--- src/rtl/core/mhpq_pkg.sv ---
// Shared types and constants for the binary max-heap priority queue.
// Holds the store geometry, action and status codes and the control structs.
// No dependencies.
package mhpq_pkg;

    // Store geometry.
    localparam int CAPACITY   = 256;
    localparam int DATA_WIDTH = 32;
    localparam int ADDR_W     = $clog2(CAPACITY);
    localparam int CNT_W      = $clog2(CAPACITY + 1);
    localparam int IDX_W      = ADDR_W + 2;

    // Widths of the item fields.
    localparam int ACTION_W = 2;
    localparam int VALUE_W  = 32;
    localparam int COUNT_W  = 9;
    localparam int STATUS_W = 2;

    // Action codes.
    localparam logic [ACTION_W-1:0] ACT_LOAD  = 2'd0;
    localparam logic [ACTION_W-1:0] ACT_BUILD = 2'd1;
    localparam logic [ACTION_W-1:0] ACT_POP   = 2'd2;
    localparam logic [ACTION_W-1:0] ACT_NOP   = 2'd3;

    // Status codes.
    localparam logic [STATUS_W-1:0] ST_OK        = 2'd0;
    localparam logic [STATUS_W-1:0] ST_FULL      = 2'd1;
    localparam logic [STATUS_W-1:0] ST_EMPTY     = 2'd2;
    localparam logic [STATUS_W-1:0] ST_UNORDERED = 2'd3;

    typedef logic signed [DATA_WIDTH-1:0] data_t;

    // Commands from the controller to the datapath.
    typedef struct packed {
        logic                accept;
        logic [STATUS_W-1:0] status_code;
        logic                load_write;
        logic                pop_begin;
        logic                node_zero;
        logic                latch_cur;
        logic                build_begin;
        logic                build_next;
        logic                rd_left;
        logic                rd_right;
        logic                latch_left;
        logic                step;
        logic                place;
        logic                set_ordered;
    } mhpq_cmd_t;

    // Status from the datapath to the controller.
    typedef struct packed {
        logic full;
        logic empty;
        logic ordered;
        logic leaf;
        logic child_greater;
        logic bidx_zero;
    } mhpq_sts_t;

endpackage

--- src/rtl/core/mhpq_ctrl.sv ---
// Controller state machine of the heap: decodes actions and sequences sift-down.
// Depends on mhpq_pkg.
module mhpq_ctrl
    import mhpq_pkg::*;
(
    input  logic                clk,
    input  logic                rst_n,
    input  logic                start,
    input  logic [ACTION_W-1:0] action,
    input  mhpq_sts_t           sts,
    output mhpq_cmd_t           cmd,
    output logic                busy,
    output logic                done
);

    localparam logic [3:0] S_IDLE     = 4'd0;
    localparam logic [3:0] S_POP_LD   = 4'd1;
    localparam logic [3:0] S_BLD_NEXT = 4'd2;
    localparam logic [3:0] S_BLD_LD   = 4'd3;
    localparam logic [3:0] S_SIFT_L   = 4'd4;
    localparam logic [3:0] S_SIFT_R   = 4'd5;
    localparam logic [3:0] S_SIFT_CMP = 4'd6;
    localparam logic [3:0] S_DONE     = 4'd7;

    logic [3:0] state_reg;
    logic [3:0] state_next;
    logic       build_reg;
    logic       build_next;

    // Next state and commands.
    always_comb
    begin
        state_next = state_reg;
        build_next = build_reg;
        cmd        = '0;
        unique case (state_reg)
            S_IDLE:
            begin
                if (start)
                begin
                    cmd.accept      = 1'b1;
                    cmd.status_code = ST_OK;
                    state_next      = S_DONE;
                    unique case (action)
                        ACT_LOAD:
                        begin
                            if (sts.full)
                            begin
                                cmd.status_code = ST_FULL;
                            end
                            else
                            begin
                                cmd.load_write = 1'b1;
                            end
                        end
                        ACT_BUILD:
                        begin
                            cmd.build_begin = 1'b1;
                            build_next      = 1'b1;
                            state_next      = S_BLD_NEXT;
                        end
                        ACT_POP:
                        begin
                            if (sts.empty)
                            begin
                                cmd.status_code = ST_EMPTY;
                            end
                            else if (!sts.ordered)
                            begin
                                cmd.status_code = ST_UNORDERED;
                            end
                            else
                            begin
                                cmd.pop_begin = 1'b1;
                                build_next    = 1'b0;
                                state_next    = S_POP_LD;
                            end
                        end
                        ACT_NOP:
                        begin
                            state_next = S_DONE;
                        end
                        default:
                        begin
                            state_next = S_DONE;
                        end
                    endcase
                end
            end
            S_POP_LD:
            begin
                cmd.latch_cur = 1'b1;
                cmd.node_zero = 1'b1;
                state_next    = S_SIFT_L;
            end
            S_BLD_NEXT:
            begin
                if (sts.bidx_zero)
                begin
                    cmd.set_ordered = 1'b1;
                    state_next      = S_DONE;
                end
                else
                begin
                    cmd.build_next = 1'b1;
                    state_next     = S_BLD_LD;
                end
            end
            S_BLD_LD:
            begin
                cmd.latch_cur = 1'b1;
                state_next    = S_SIFT_L;
            end
            S_SIFT_L:
            begin
                if (sts.leaf)
                begin
                    cmd.place  = 1'b1;
                    state_next = build_reg ? S_BLD_NEXT : S_DONE;
                end
                else
                begin
                    cmd.rd_left = 1'b1;
                    state_next  = S_SIFT_R;
                end
            end
            S_SIFT_R:
            begin
                cmd.latch_left = 1'b1;
                cmd.rd_right   = 1'b1;
                state_next     = S_SIFT_CMP;
            end
            S_SIFT_CMP:
            begin
                if (sts.child_greater)
                begin
                    cmd.step   = 1'b1;
                    state_next = S_SIFT_L;
                end
                else
                begin
                    cmd.place  = 1'b1;
                    state_next = build_reg ? S_BLD_NEXT : S_DONE;
                end
            end
            S_DONE:
            begin
                state_next = S_IDLE;
            end
            default:
            begin
                state_next = S_IDLE;
            end
        endcase
    end

    // State registers.
    always_ff @(posedge clk or negedge rst_n)
    begin
        if (!rst_n)
        begin
            state_reg <= S_IDLE;
            build_reg <= 1'b0;
        end
        else
        begin
            state_reg <= state_next;
            build_reg <= build_next;
        end
    end

    assign busy = state_reg != S_IDLE;
    assign done = state_reg == S_DONE;

endmodule

--- config.mk ---
export PLATFORM = sky130hd
export DESIGN_NAME = mhpq_ctrl
export DESIGN_NICKNAME = d
export VERILOG_FILES = /design/src/rtl/core/mhpq_pkg.sv /design/src/rtl/core/mhpq_ctrl.sv
export SDC_FILE = /design/constraint.sdc
export NUM_CORES = 1
export LEC_CHECK = 0
export BUFFER_PORTS_ARGS = -buffer_cell sky130_fd_sc_hd__buf_2
export CAP_MARGIN = 40
export CORE_AREA = 4 4 41 43
export DETAILED_ROUTE_END_ITERATION = 10
export DIE_AREA = 0 0 45 47
export PLACE_DENSITY = 0.67
export SYNTH_ARGS = -nofsm -noshare
export SYNTH_HDL_FRONTEND = slang
export SYNTH_SLANG_ARGS = --single-unit
--- constraint.sdc ---
create_clock -name clk -period 1.75 [get_ports clk]
set_clock_uncertainty 0.15 [all_clocks]
set_input_delay 0.525 -clock clk [delete_from_list [all_inputs] [get_ports clk]]
set_output_delay 0.525 -clock clk [all_outputs]
set_load 0.02 [all_outputs]
# ---- Word level (Yosys, flattened, before mapping)
# Index checks and enable logic that the tools add are counted.
dict set report totals {
  ff_bits 5
  latch_bits 0
  ramBits 0
  rom_bits 0
  inputBits 11
  out_inout_bits 17
  elab_cells 60
  n_memories 0
}
dict set report classes {
  addsub 0
  mul 0
  n_div 0
  order_cmp 0
  eq_ne 12
  n_shift 0
  n_mux 40
  bitwise_logic 0
  n_reduce_logical 6
}
# op n
set op_table {}
lappend op_table {{$pmux W4 S6} 1}
lappend op_table {{$mux W1} 23}
lappend op_table {{$mux W3} 6}
lappend op_table {{$eq A4 B3 Y1 const B} 4}
lappend op_table {{$mux W5} 2}
lappend op_table {{$eq A4 B2 Y1 const B} 2}
lappend op_table {{$mux W2} 3}
lappend op_table {{$ne A2 B2 Y1 const B} 3}
lappend op_table {{$pmux W3 S2} 1}
lappend op_table {{$reduce_and A5 Y1} 1}
lappend op_table {{$eq A4 B1 Y1 const B} 1}
lappend op_table {{$logic_not A4 Y1} 1}
lappend op_table {{$mux W4} 1}
lappend op_table {{$pmux W1 S2} 2}
lappend op_table {{$pmux W2 S2} 1}
lappend op_table {{$reduce_bool A4 Y1} 1}
lappend op_table {{$eq A2 B1 Y1 const B} 1}
lappend op_table {{$eq A2 B2 Y1 const B} 1}
lappend op_table {{$logic_not A2 Y1} 1}
lappend op_table {{$reduce_bool A2 Y1} 1}
lappend op_table {{$reduce_or A2 Y1} 1}

# ---- Depth between registers and ports, before layout
dict set report depth {
  word_depth 5
  depth_mapped 6
  depth_no_buf 6
}

# ---- Worst setup path after synthesis
# Ideal clock, no wire load.
dict set report synth_path {
  path_kind {register -> output}
  from {reg state_reg[1]}
  to {out cmd[4] (netlist bit)}
  arrival_time_ps 1377
  required_time_ps 1075
  setup_slack_ps -302
  path_stages_with_launch 4
  n_path_buf 2
  path_cell_list {dfrtp_1 > buf_6 > nor3b_1 > buf_4}
}
# item line
set synth_lines {}
lappend synth_lines {{start, declared} mhpq_ctrl.sv:25} ;# logic [3:0] state_reg;
lappend synth_lines {{start signal, assigned} mhpq_ctrl.sv:167} ;# state_reg <= state_next;
lappend synth_lines {{end, declared} mhpq_ctrl.sv:11} ;# output mhpq_cmd_t cmd,

==> impl_metrics.csv <==
group,metric,value,unit
run_status,status,"finished, violations left",
run_status,violations,"negative setup slack",
critical_path,cp.arrival,1.37,ns
synth,synth_cell_types,29,
route,via_count,677,
cts,cts_sinks,4,
critical_path,cp-start-kind,"register",
route,firstDrtPassIters,4,
timing,period_share,117,%
synth,netlist_top_cells_area,"dfrtp_1 (21%), ha_1 (7.9%), nor3b_1 (6.3%), inv_1 (5.5%), o21ai_0 (5.2%)",
global_route,grt_pass1_wl,2790,um
synth,ys_seq_elements,4,
global_route,grt_pass1_vias,677,
cts,numCtsBuffers,3,
placed_design,placed_area,751,um^2
timing,grt_setup_unrepaired,"true",
placed_design,numPortBuffers,27,
placed_design,dp_slack,-0.171,ns
floorplanning,die_w,45,um
synth,yosys_warnings,0,
floorplanning,core_area,1300,um^2
route,drtIter0Drc,9,
critical_path,critPathKind,"register to primary output",
route,drc,0,
placed_design,detailed_place_hpwl,1140,um
finish,finalInstanceArea,1060,um^2
floorplanning,initial_utilization,36.7,%
floorplanning,rows,13,
synth,syn_avg_cell_area,7.71,um^2
timing,fin_ws,-0.295,ns
synth,syn_nets,76,
hold_path,worst_hold_path_type,"register to register",
cts,clock_path_buffers,2,
timing,relSlewSlack,86.3,%
timing,final-hold-violation-count,0,
timing,tns,-3.42,ns
finish,final_cell_mix,"buf_4 (21), buf_6 (19), buf_2 (10)",
finish,layout.nets,129,
floorplanning,fp.dieArea,2120,um^2
placed_design,place_congestion,0.742,
critical_path,required,1.07,ns
cts,cts_tree,"yes",
power,power.leakage,0.524,nW
finish,final_layout_size_suffix_gt1_share,67.3,%
finish,final_common_cell,"buf_4",
timing,worstMarginPinSlew,0.201,ns
timing,holdWs,0.446,ns
run,max_cap_violations,0,
timing,max_freq,0.489,GHz
route,final_antenna_net_count,0,
global_route,antenna_found_initial,0,
synth,synth_top_area_share,20.9,%
cts,clk_latency,0.24,ns
synth,yosys.area.top_type,"dfrtp_1",
route,detail_route.vias_per_cell,5.29,
power,vdd.ir_drop.worst,0.800,mV
synth,yosysSeqAreaShare,20.9,%
route,wl_per_cell,15.1,um
cts,cts_root_buf,"clkbuf_4",
power,powerDensity,1540,nW/um^2
floorplanning,ios,28,
route,wirelength,1940,um
timing,setup_viol,17,
timing,slew_viol_final,0,
global_route,track_usage,18.2,%
critical_path,end_kind,"primary output",
synth,syn_inst,62,
critical_path,path_max_fanout,7,
finish,largest_register_ffs,3,
finish,area_growth,122,%
floorplanning,die_h,47,um
cts,clk_pin_slew,0.04,ns
global_route,grt_overflow,0,
timing,finalCriticalPeriod,2.04,ns
finish,diodes,0,
global_route,grt_start_max_net_pins,11,
cts,htree_levels,1,
synth,synth_area,478,um^2
-- final timing paths --
path	start	to	slack [ns]	cells after the start
setup / recovery	state_reg[1]$_DFFE_PN0P_	cmd[1]	-0.29	4
hold / removal	build_reg$_DFFE_PN0P_	build_reg$_DFFE_PN0P_	0.45	2
setup reg to reg	state_reg[0]$_DFFE_PN0P_	state_reg[1]$_DFFE_PN0P_	0.20	6
hold reg to reg	build_reg$_DFFE_PN0P_	build_reg$_DFFE_PN0P_	0.45	2
max in group asynchronous	rst_n	state_reg[0]$_DFFE_PN0P_	0.84	2
min in group asynchronous	rst_n	state_reg[2]$_DFFE_PN0P_	0.48	2
-- repair_timing --
action,CTS,global route
hold buffers,1,0
setup buffers,5,4
endpoints found under the hold margin,4,0
pin swaps,6,5
setup endpoints to repair,17,17
gates resized for setup,33,20
-- Yosys cell counts, drive strengths merged --
cell type / count
inv: 9
o21ai: 7
nor2: 5
buf: 4
dfrtp: 4
nor3: 4
nor3b: 4
a31oi: 3
ha: 3
nor2b: 3
a21oi: 2
nand2: 2
nand2b: 2
nand3: 2
a32oi: 1
a41o: 1
and3: 1
and4: 1
mux2i: 1
nand3b: 1
o21bai: 1
o22ai: 1
-- cell type report --
class / count / area, um^2
repair buffers: 52 / 452
multi-input cells: 45 / 430
fillers: 83 / 241
flip-flops and latches: 4 / 100
inverters: 9 / 36.3
clock buffers: 3 / 22.5
well taps: 15 / 18.8
-- metrics by stage --
stage | instances | utilization [%] | power, mW
global route | 128 | 81.4 | 1.72
floorplan | 62 | - | 0.722
finish | 128 | 81.4 | 1.63
global placement | 116 | 57.7 | 0.931
detailed placement | 116 | 57.7 | 0.951
CTS | 124 | 72.2 | 1.34
-- critical path: stages, from the launching register on --
cell     delay [ns]
dfrtp_1        0.41
buf_6          0.16
mux2i_4        0.20
nor3_2         0.18
buf_4          0.17
-- power breakdown --
part	switching (mW)	internal, mW
clock network	0.0388	0.0767
logic	0.635	0.680
registers	0.0576	0.141
-- kinds of logic (layout without fill, tap and decap cells) --
kind of cell | after synthesis | count (layout) | synth area share, %
buffers and inverters | 13 | 64 | 15.4
and+or+nand+nor | 25 | 25 | 33.5
AOI/OAI and AO/OA | 16 | 16 | 20.2
muxes | 1 | 1 | 2.09
DFF | 4 | 4 | 20.9
adders and majority gates | 3 | 3 | 7.85
-- layer usage --
metal / wire length, um / part of all wire [%] / GRT usage (%) / vias to the layer above
met2: 1060 / 55 / 34.7 / 36
met4: 29 / 1.5 / 10.5 / 0
met5: 0 / 0 / 0 / -
li1: - / - / - / 321
met3: 127 / 6.6 / 4.21 / 5
met1: 717 / 37 / 17.8 / 315
Power figures use the tool's default switching activity.
